$ cat config.mk
export PLATFORM = sky130hd
export DESIGN_NAME = attribute_score_filter_sort
export DESIGN_NICKNAME = d
export VERILOG_FILES = /design/src/hw/rtl/asfs_pkg.sv /design/src/hw/rtl/asfs_front.sv /design/src/hw/rtl/asfs_fifo.sv /design/src/hw/rtl/asfs_back.sv /design/src/hw/rtl/attribute_score_filter_sort.sv
export SDC_FILE = /design/constraint.sdc
export NUM_CORES = 2
export LEC_CHECK = 0
export BUFFER_PORTS_ARGS = -buffer_cell sky130_fd_sc_hd__buf_4
export CORE_UTILIZATION = 45
export CTS_CLUSTER_SIZE = 8
export DETAILED_ROUTE_END_ITERATION = 6
export GPL_TIMING_DRIVEN = 0
export HOLD_SLACK_MARGIN = 0.06
export PLACE_DENSITY = 0.65
export SLEW_MARGIN = 20
export SYNTH_ARGS = -nofsm -noshare
export SYNTH_HDL_FRONTEND = slang
export SYNTH_SLANG_ARGS = --single-unit
$ cat constraint.sdc
create_clock -name clock -period 13.8 [get_ports clock]
set_clock_uncertainty 0.2 [all_clocks]
set_input_delay 0.69 -clock clock [delete_from_list [all_inputs] [get_ports clock]]
set_output_delay 0.69 -clock clock [all_outputs]
set_load 0.005 [all_outputs]
$ cat src/hw/rtl/asfs_pkg.sv
`timescale 1ns / 1ps
package asfs_pkg;
   localparam int MaxAttrs = 64;
   localparam int IdxW = 6;
   localparam int CntW = 7;
   localparam int ConfW = 16;
   localparam int CsrIdxW = 1;
   localparam logic [CsrIdxW-1:0] CSR_THRESHOLD = 1'b0;
   localparam logic [CsrIdxW-1:0] CSR_PAIR_MODE = 1'b1;
   localparam logic [ConfW-1:0] THRESHOLD_RESET = 16'd32768;

   typedef struct packed {
      logic [IdxW-1:0]  index;
      logic [ConfW-1:0] conf;
      logic             keep;
      logic             drop;
      logic             last;
   } work_type;

   function automatic logic [16:0] sig_entry(input logic [3:0] k);
      case (k)
         4'd0:    sig_entry = 17'd32768;
         4'd1:    sig_entry = 17'd47911;
         4'd2:    sig_entry = 17'd57724;
         4'd3:    sig_entry = 17'd62428;
         4'd4:    sig_entry = 17'd64357;
         4'd5:    sig_entry = 17'd65097;
         4'd6:    sig_entry = 17'd65374;
         4'd7:    sig_entry = 17'd65476;
         4'd8:    sig_entry = 17'd65514;
         4'd9:    sig_entry = 17'd65528;
         4'd10:   sig_entry = 17'd65533;
         default: sig_entry = 17'd65535;
      endcase
   endfunction
endpackage

$ cat src/hw/rtl/asfs_front.sv
`timescale 1ns / 1ps
module asfs_front import asfs_pkg::*; (
   input  logic                clock,
   input  logic                reset,
   input  logic                in_valid,
   input  logic signed [15:0]  logit_neg,
   input  logic signed [15:0]  logit_pos,
   input  logic                last_attr,
   input  logic [ConfW-1:0]    threshold,
   input  logic                pair_mode,
   output logic                out_valid,
   output work_type            out_work
);
   logic [CntW-1:0] next_index_ff, next_index_in;
   logic signed [16:0] x;
   logic [16:0] a;
   logic [3:0] k;
   logic [7:0] f;
   logic [16:0] t0, t1;
   logic [24:0] prod;
   logic [16:0] p, pr;
   logic drop;
   work_type work_ff, work_in;
   logic valid_ff;

   always_comb begin
      x = pair_mode ? (17'(logit_pos) - 17'(logit_neg)) : 17'(logit_neg);
      a = x[16] ? 17'(-x) : 17'(x);
      k = (a[16:8] >= 9'd12) ? 4'd12 : a[11:8];
      f = a[7:0];
      t0 = sig_entry(k);
      t1 = sig_entry(k + 4'd1);
      prod = 25'(t1 - t0) * 25'(f) + 25'd128;
      p = (k == 4'd12) ? 17'd65535 : t0 + 17'(prod[24:8]);
      pr = x[16] ? 17'd65536 - p : p;
      drop = (next_index_ff >= CntW'(MaxAttrs));
      work_in.index = next_index_ff[IdxW-1:0];
      work_in.conf = pr[15:0];
      work_in.keep = !drop && (pr[15:0] > threshold);
      work_in.drop = drop;
      work_in.last = last_attr;
      next_index_in = next_index_ff;
      if (in_valid) begin
         if (last_attr) next_index_in = '0;
         else if (!drop) next_index_in = next_index_ff + 1'b1;
      end
   end

   always_ff @(posedge clock) begin
      if (reset) begin
         next_index_ff <= '0;
         valid_ff <= 1'b0;
      end else begin
         next_index_ff <= next_index_in;
         valid_ff <= in_valid;
      end
      if (in_valid) work_ff <= work_in;
   end

   assign out_valid = valid_ff;
   assign out_work = work_ff;
endmodule

$ cat src/hw/rtl/asfs_fifo.sv
`timescale 1ns / 1ps
module asfs_fifo import asfs_pkg::*; (
   input  logic     clock,
   input  logic     reset,
   input  logic     wr_en,
   input  work_type wr_data,
   input  logic     rd_en,
   output work_type rd_data,
   output logic     empty,
   output logic     almost_full
);
   work_type mem_ff [4];
   logic [1:0] wp_ff, rp_ff;
   logic [2:0] cnt_ff;

   always_ff @(posedge clock) begin
      if (reset) begin
         wp_ff <= '0;
         rp_ff <= '0;
         cnt_ff <= '0;
      end else begin
         if (wr_en) wp_ff <= wp_ff + 1'b1;
         if (rd_en) rp_ff <= rp_ff + 1'b1;
         cnt_ff <= cnt_ff + 3'(wr_en) - 3'(rd_en);
      end
      if (wr_en) mem_ff[wp_ff] <= wr_data;
   end

   assign rd_data = mem_ff[rp_ff];
   assign empty = (cnt_ff == 3'd0);
   assign almost_full = (cnt_ff >= 3'd2);
endmodule

$ cat src/hw/rtl/asfs_back.sv
`timescale 1ns / 1ps
module asfs_back import asfs_pkg::*; (
   input  logic             clock,
   input  logic             reset,
   input  logic             q_empty,
   input  work_type         q_data,
   output logic             q_pop,
   input  logic             rsp_pop,
   output logic             rsp_empty,
   output logic [IdxW-1:0]  rsp_attr_index,
   output logic [ConfW-1:0] rsp_confidence,
   output logic             rsp_entry_valid,
   output logic             rsp_overflow,
   output logic             rsp_last_result
);
   typedef enum logic [1:0] {
      ST_COLLECT = 2'b01,
      ST_EMIT    = 2'b10
   } state_type;

   state_type state_ff, state_in;
   logic [IdxW-1:0]  idx_ff [MaxAttrs];
   logic [ConfW-1:0] conf_ff [MaxAttrs];
   logic [CntW-1:0] count_ff, count_in, rd_ff, rd_in;
   logic ovf_ff, ovf_in;
   logic ins;
   logic shl;
   logic [MaxAttrs-1:0] ge;
   logic out_valid_ff, out_valid_in;
   logic [IdxW-1:0] o_idx_ff, o_idx_in;
   logic [ConfW-1:0] o_conf_ff, o_conf_in;
   logic o_ev_ff, o_ev_in, o_ovf_ff, o_ovf_in, o_last_ff, o_last_in;
   logic slot_free;

   assign slot_free = !out_valid_ff || rsp_pop;

   always_comb begin
      for (int i = 0; i < MaxAttrs; i++)
         ge[i] = (CntW'(i) < count_ff) && (conf_ff[i] >= q_data.conf);
   end

   always_comb begin
      state_in = state_ff;
      count_in = count_ff;
      rd_in = rd_ff;
      ovf_in = ovf_ff;
      q_pop = 1'b0;
      ins = 1'b0;
      shl = 1'b0;
      out_valid_in = out_valid_ff && !rsp_pop;
      o_idx_in = o_idx_ff;
      o_conf_in = o_conf_ff;
      o_ev_in = o_ev_ff;
      o_ovf_in = o_ovf_ff;
      o_last_in = o_last_ff;
      unique case (state_ff)
         ST_COLLECT: begin
            if (!q_empty) begin
               q_pop = 1'b1;
               ins = q_data.keep && (count_ff < CntW'(MaxAttrs));
               if (ins) count_in = count_ff + 1'b1;
               if (q_data.drop) ovf_in = 1'b1;
               if (q_data.last) begin
                  state_in = ST_EMIT;
                  rd_in = '0;
               end
            end
         end
         ST_EMIT: begin
            if (slot_free) begin
               out_valid_in = 1'b1;
               o_ovf_in = ovf_ff;
               if (count_ff == '0) begin
                  o_idx_in = '0;
                  o_conf_in = '0;
                  o_ev_in = 1'b0;
                  o_last_in = 1'b1;
               end else begin
                  o_idx_in = idx_ff[0];
                  o_conf_in = conf_ff[0];
                  o_ev_in = 1'b1;
                  o_last_in = (rd_ff + 1'b1 == count_ff);
                  shl = 1'b1;
               end
               rd_in = rd_ff + 1'b1;
               if (o_last_in) begin
                  state_in = ST_COLLECT;
                  count_in = '0;
                  ovf_in = 1'b0;
               end
            end
         end
         default: state_in = ST_COLLECT;
      endcase
   end

   always_ff @(posedge clock) begin
      if (reset) begin
         state_ff <= ST_COLLECT;
         count_ff <= '0;
         rd_ff <= '0;
         ovf_ff <= 1'b0;
         out_valid_ff <= 1'b0;
      end else begin
         state_ff <= state_in;
         count_ff <= count_in;
         rd_ff <= rd_in;
         ovf_ff <= ovf_in;
         out_valid_ff <= out_valid_in;
      end
      o_idx_ff <= o_idx_in;
      o_conf_ff <= o_conf_in;
      o_ev_ff <= o_ev_in;
      o_ovf_ff <= o_ovf_in;
      o_last_ff <= o_last_in;
      if (ins) begin
         for (int i = 0; i < MaxAttrs; i++) begin
            if (!ge[i]) begin
               if (i == 0 || ge[(i == 0) ? 0 : i-1]) begin
                  idx_ff[i] <= q_data.index;
                  conf_ff[i] <= q_data.conf;
               end else begin
                  idx_ff[i] <= idx_ff[(i == 0) ? 0 : i-1];
                  conf_ff[i] <= conf_ff[(i == 0) ? 0 : i-1];
               end
            end
         end
      end else if (shl) begin
         for (int i = 0; i < MaxAttrs - 1; i++) begin
            idx_ff[i] <= idx_ff[i+1];
            conf_ff[i] <= conf_ff[i+1];
         end
      end
   end

   assign rsp_empty = !out_valid_ff;
   assign rsp_attr_index = o_idx_ff;
   assign rsp_confidence = o_conf_ff;
   assign rsp_entry_valid = o_ev_ff;
   assign rsp_overflow = o_ovf_ff;
   assign rsp_last_result = o_last_ff;
endmodule

$ cat src/hw/rtl/attribute_score_filter_sort.sv
`timescale 1ns / 1ps
// Results leave the row after the set's last request, one per cycle while they are popped.
// Throughput: one request per cycle while full is low, into a parallel insertion row of 64
// cells; the row takes no requests while a set's results are delivered (one result for an
// empty set), and the queue ahead of it holds up to three requests meanwhile.
// Reset: synchronous, active high; clears counts, queue and valid flags, loads CSR defaults;
// the row holds garbage until written.
module attribute_score_filter_sort import asfs_pkg::*; (
   input  logic                clock,
   input  logic                reset,
   input  logic                push,
   output logic                full,
   input  logic signed [15:0]  req_logit_neg,
   input  logic signed [15:0]  req_logit_pos,
   input  logic                req_last_attr,
   output logic                empty,
   input  logic                pop,
   output logic [IdxW-1:0]     rsp_attr_index,
   output logic [ConfW-1:0]    rsp_confidence,
   output logic                rsp_entry_valid,
   output logic                rsp_overflow,
   output logic                rsp_last_result,
   input  logic                csr_write,
   input  logic [CsrIdxW-1:0]  csr_index,
   input  logic [15:0]         csr_data
);
   logic [ConfW-1:0] thr_ff;
   logic pair_ff;
   logic f_valid, q_empty, q_pop, q_af;
   work_type f_work, q_data;

   always_ff @(posedge clock) begin
      if (reset) begin
         thr_ff <= THRESHOLD_RESET;
         pair_ff <= 1'b0;
      end else if (csr_write) begin
         unique case (csr_index)
            CSR_THRESHOLD: thr_ff <= csr_data;
            CSR_PAIR_MODE: pair_ff <= csr_data[0];
            default: ;
         endcase
      end
   end

   assign full = q_af;

   asfs_front u_front (
      .clock(clock), .reset(reset), .in_valid(push && !full),
      .logit_neg(req_logit_neg), .logit_pos(req_logit_pos), .last_attr(req_last_attr),
      .threshold(thr_ff), .pair_mode(pair_ff), .out_valid(f_valid), .out_work(f_work)
   );

   asfs_fifo u_fifo (
      .clock(clock), .reset(reset), .wr_en(f_valid), .wr_data(f_work),
      .rd_en(q_pop), .rd_data(q_data), .empty(q_empty), .almost_full(q_af)
   );

   asfs_back u_back (
      .clock(clock), .reset(reset), .q_empty(q_empty), .q_data(q_data), .q_pop(q_pop),
      .rsp_pop(pop), .rsp_empty(empty), .rsp_attr_index(rsp_attr_index),
      .rsp_confidence(rsp_confidence), .rsp_entry_valid(rsp_entry_valid),
      .rsp_overflow(rsp_overflow), .rsp_last_result(rsp_last_result)
   );
endmodule
==> Word-level counts from Yosys, hierarchy flattened <==
Memories as Yosys holds them, arrays and structs flattened. A register that Yosys moved wholly into a read port is not among the register bits.
Index checks and enable logic that the tools add are counted.
{ "word_totals": {"ramBits": 1508, "latch_bits": 0, "word_cells": 1326, "register_bits": 100, "mem_count": 5, "rom_bits": 480} }
{ "memory_table": {"columns": ["memory", "words", "width", "read_ports", "rd_clocked_by_memory_dff", "write_ports", "line_no", "text"], "rows": [
  ["u_back.conf_ff", 64, 16, 64, 0, 64, "asfs_back.sv:23", "logic [ConfW-1:0] conf_ff [MaxAttrs];"],
  ["u_back.idx_ff", 64, 6, 64, 0, 64, "asfs_back.sv:22", "logic [IdxW-1:0] idx_ff [MaxAttrs];"],
  ["(name not given)", 16, 15, 1, 0, 0, "asfs_pkg.sv:21", "case (k)"],
  ["(name not given)", 16, 15, 1, 0, 0, "asfs_pkg.sv:21", null],
  ["u_fifo.mem_ff", 4, 25, 1, 1, 1, "asfs_fifo.sv:12", "work_type mem_ff [4];"]
]} }
{ "classes": {"magnitude_cmp": 133, "div_mod_pow": 0, "addsub": 14, "reduce_logical": 84, "multipliers": 1, "n_mux": 803, "eq_ne": 11, "bitwise_logic": 253, "shift": 0} }
{ "op_table": {"columns": ["cell", "n"], "rows": [
  ["16-bit two-way mux", 128],
  ["16-bit >= comparator", 64],
  ["6-bit two-way mux", 126],
  ["1-bit two-way mux", 527],
  ["1-bit bitwise OR", 252],
  ["6-bit by 7-bit less-than comparator with 1-bit output, first input constant", 32],
  ["5-bit by 7-bit less-than comparator with 1-bit output, first input constant", 16],
  ["1-bit logical AND", 68],
  ["7-bit two-way mux", 9],
  ["4-bit by 7-bit less-than comparator with 1-bit output, first input constant", 8],
  ["17-bit two-way mux", 2],
  ["3-bit by 7-bit less-than comparator with 1-bit output, first input constant", 4],
  ["7-bit case mux with 2 select lines", 2],
  ["25-bit by 8-bit multiplier with 24-bit output", 1],
  ["24-bit by 8-bit adder with 24-bit output, second input constant", 1],
  ["7-bit by 1-bit adder with 7-bit output, second input constant", 3],
  ["17-bit by 17-bit subtractor with 18-bit output", 1],
  ["17-bit negator", 1],
  ["16-bit by 16-bit subtractor with 17-bit output", 1],
  ["16-bit adder", 1],
  ["16-bit greater-than comparator", 1],
  ["1-bit by 16-bit subtractor with 16-bit output, first input constant", 1],
  ["1-bit by 7-bit less-than comparator with 1-bit output, first input constant", 2],
  ["2-bit by 7-bit less-than comparator with 1-bit output, first input constant", 2],
  ["27 further kinds", 46]
]} }

==> Logic depth before layout (Yosys ltp) <==
An unclocked memory read counts as a cell.
{ "logic_depth": {"word_depth": 17, "depth_mapped": 68} }

==> Cells and area by module <==
From an unflattened synthesis, not the netlist that was laid out.
{ "hier_totals": {"cells_unflattened": 10223, "hier_area_um2": 108446.5} }
{ "by_module_without_submodules": {"columns": ["module", "n_inst", "area_each_um2", "cells_per_inst"], "rows": [
  ["asfs_back", 1, 93258.2, 8719],
  ["asfs_front", 1, 10278.6, 1252],
  ["asfs_fifo", 1, 4093.9, 176],
  ["attribute_score_filter_sort", 1, 815.8, 76]
]} }

==> Least setup slack after synthesis <==
Ideal clock, no wire load.
{ "synth_path": {"path_kind": "input-to-reg", "start": "input port req_logit_pos[0]", "end": "register u_front.work_ff, in the netlist u_front.out_work[2] (data pin)", "cell_stages": 60, "setup_ps": 180, "slack_ps": 326, "arrival_time_ps": 13094, "cell_sequence": "inv_1 > ha_1 > fa_1 > nor2b_1 > o311ai_1 > a21oi_1 > o21a_1 > clkbuf_1 > nor2_1 > a41oi_1 > o32ai_2 > or2_4 > buf_6 > nor2b_1 > ha_1 > inv_1 > xnor2_1 > a2111oi_2 > (+24 left out) > ha_1 > clkbuf_1 > nand3_1 > nand2_1 > a41o_1 > o41ai_1 > xnor2_1 > nor3_1 > nor3_1 > a21oi_1 > o21ai_1 > ha_1 > nand3_1 > nor2_1 > o21ai_0 > a21boi_0 > o21ai_0 > a221oi_1"} }
{ "synth_lines": {"columns": ["item", "line_no", "text"], "rows": [
  ["start, declared", "attribute_score_filter_sort.sv:14", "input logic signed [15:0] req_logit_pos,"],
  ["end signal, assigned", "asfs_front.sv:57", "if (in_valid) work_ff <= work_in;"],
  ["end, declared", "asfs_front.sv:23", "work_type work_ff, work_in;"]
]} }

==> summary.md <==
| Metric | Value |
|---|---|
| HP Class | in -> reg |
| Port bufs | 80 |
| Worst r2r src | pair_ff$_SDFFE_PP0P_ |
| Hold endpoint | thr_ff[0]$_SDFFE_PP0P_ |
| Sequential area share after synthesis | 44.2% |
| Antenna violations before repair | 35 |
| Synthesized instance count | 10400 |
| DRT Pass-1 Iters | 7 |
| Via Count | 91900 |
| # setup viols final | 0 |
| Final Non-Filler Cells | 14100 |
| Status | complete, but fails checks |
| DR WL/cell | 31.9 um |
| Leading area contributor after synthesis | edfxtp_1 |
| Clk_lat worst skew | 0.92 ns |
| Flops & latches, synth | 1610 |
| Initial core utilization | 45.4% |
| Final worst-path cycle share | 97.3% |
| Number of global-route vias before repair | 89000 |
| Core Area | 0.239 mm2 |
| Max-Cap Viols | 0 |
| Slowest CP cell | fa_1 |
| Nets | 12200 |
| Detailed Place HPWL | 336000 um |
| CP Max Fanout | 10 |
| Area contributors post-synth | edfxtp_1 (43%), ha_1 (13%), mux2i_1 (10%), o21ai_0 (6.3%), nand2_1 (5.1%) |
| Highest clock rate | 74.5 MHz |
| Root buffer cell | clkbuf_16 |
| Die ar. | 0.243 mm2 |
| H-tree depth | 4 |
| DR iter-0 viols | 11900 |
| Grt ovf | 0 |
| Relative slew slack | 7.19% |
| Fraction of registers with async set/reset | 0% |
| Reg2reg path depth | 62 |
| Synthesized Nets | 11700 |
| Post-DRT Antenna Nets | 0 |
| Minimum clock period | 13.43 ns |
| Drt drc | 5 |
| Worst Tran Pin Value | 1.39 ns |
| Synth top area share | 43.2% |
| Clock slew at the register clock pins of the worst setup and hold paths | 0.05 ns |
| Clk buf depth | 3 |
| Die width | 493 um |
| Clock Sinks | 1610 |
| Critical path class | in -> reg |
| Reg2reg end | u_front.out_work[2]$_DFFE_PP_ |
| Dominant synthesized flop cell | edfxtp_1 |
| Area grow syn2layout | 13.6% |
| YS warnings | 0 |
| Worst setup SP type | input port |
| Drt total wl | 451000 um |
| Hold Crit Depth | 5 |
| Total GRT Usage | 36.3% |
| Fraction of layout cells with a size suffix above 1 | 8.11% |
| Vias per cell | 6.51 |
| Placed Instances | 13700 |
| CP required | 14.30 ns |
| Hold path start | csr_index |
| Violated checks | DRC |
| TritonCTS buffer count | 221 |
| First-pass GRT wire length | 635000 um |
| Worst R2R Setup Slack | 0.41 ns |
| Routability Congestion | 1.03 |
| EDFF count, synth | 1558 |
| Ports | 82 |
| Cell Rows | 179 |
| Final Hold Viols | 0 |
| Critical path data arrival time | 13.93 ns |
| CTS tree | built |
| Mapped Area | 0.108 mm2 |
| Post-synth cell types | 99 |
| Mapped Avg Cell Area | 10.4 um2 |
| Setup TNS Final | 0 ns |
| Max-slew violation count | 0 |
| Largest net degree at the start of global routing | 44 |
| Largest stage delay, worst path | 0.55 ns |
| Die outline height | 493 um |
| Setup crit end kind | register |
## metrics by stage
stage | util (%) | setup slack [ns] | area [um2] | hold slack [ns]
6_report | 51.6 | 0.371 | 123000 | 0.148
5_1_grt | 51.6 | -0.117 | 123000 | 0.168
4_1_cts | 51.2 | 0.0192 | 122000 | 0.101
3_5_place_dp | 48.3 | -2.85 | 115000 | 0.251
3_3_place_gp | 47.3 | -2.84 | 113000 | 0.250
2_1_floorplan | - | 0.326 | 108000 | 0.209
## layout by cell type, fill, tap and decap left out, drive strengths merged, types with 36 or more instances in the layout
master and n:
dfxtp 52, nor3 70, nand2b 128, a211oi 36, fa 109, o21ai 1420
mux2i 1088, a21o 325, nand2 1473, clkbuf 843, xnor2 49, buf 305
edfxtp 1558, a221o 153, nor2b 78, o22ai 36, ha 1137, inv 332
o21a 97, and2 41, nor2 544, nand3 70, a21oi 417, or2 38
## Yosys cell counts (128+ instances only)
cell type / number
nand2b_1: 128
a21o_1: 325
o21ai_0: 1360
inv_1: 322
a21oi_1: 414
a221o_1: 153
nand2_1: 1473
mux2i_1: 1087
ha_1: 1137
clkbuf_1: 565
edfxtp_1: 1558
nor2_1: 542
## registers in the layout, indices dropped and copies added, names as in the netlist, 7 cells and up, named ones only
name	flops
thr_ff	16
u_back.conf_ff	1024
u_back.count_ff	7
u_back.idx_ff	384
u_back.rd_ff	7
u_back.rsp_confidence	16
u_fifo.mem_ff	100
u_front.next_index_ff	7
u_front.out_work	25
## metal layers
metal  vias up  GRT usage, %  share of wire, %
met5         -         0.235             0.046
met4        22          26.2               8.3
met3      1525          10.2                11
met2      5918          54.8                43
met1     45200          44.4                37
li1      39300             -                 -
## logic make-up after synthesis
group,count (synthesis),synth area share (%)
xor+xnor,84,0.743
buf+inv,989,3.48
compound gates,2766,15.5
simple gates,2569,10.1
fa+ha+maj,1246,15.1
flops,1610,44.2
mux,1139,10.9
## worst max path at each step
| stage | from | to | slack (ns) | cells past startpoint |
|---|---|---|---|---|
| after floorplan | req_logit_pos[0] | u_front.out_work[2]$_DFFE_PP_ | 0.33 | 60 |
| after global placement | pair_ff$_SDFFE_PP0P_ | u_front.out_work[2]$_DFFE_PP_ | -2.84 | 59 |
| after detailed placement | pair_ff$_SDFFE_PP0P_ | u_front.out_work[2]$_DFFE_PP_ | -2.85 | 59 |
| after CTS | pair_ff$_SDFFE_PP0P_ | u_front.out_work[2]$_DFFE_PP_ | 0.02 | 62 |
| after global routing | req_logit_neg[0] | u_front.out_work[2]$_DFFE_PP_ | -0.12 | 63 |
| final | req_logit_neg[0] | u_front.out_work[2]$_DFFE_PP_ | 0.37 | 64 |
## worst max-delay path: cells and delay by family
family                   cells  cell delay, ns
XOR/XNOR                     3            0.82
adder cells (fa/ha/maj)     12            4.28
AO/OA/AOI/OAI               25            4.61
buffers and inverters        9            0.96
AND/OR/NAND/NOR             15            2.54
## what timing repair did
action / in CTS / in global routing
hold buffers: 25 / 0
buffers inserted: 15 / 38
gates resized for setup: 84 / 128
pin swaps: 11 / 61
hold endpoints to repair: 26 / 0
endpoints found under the setup margin: 14 / 2
## final cells by class
cell class	instances	area (um2)
antenna	19	47.5
buffer	652	2690
clock buffer	284	5790
clock inverter	18	377
fill	21200	115000
inverter	333	1340
multi-input combinational	7804	57900
sequential	1610	47800
tap	3167	3960
timing repair buffer	237	3140
Power is not shown: default switching activity piles up to over one toggle a cycle in this logic, so the estimate is an artifact.
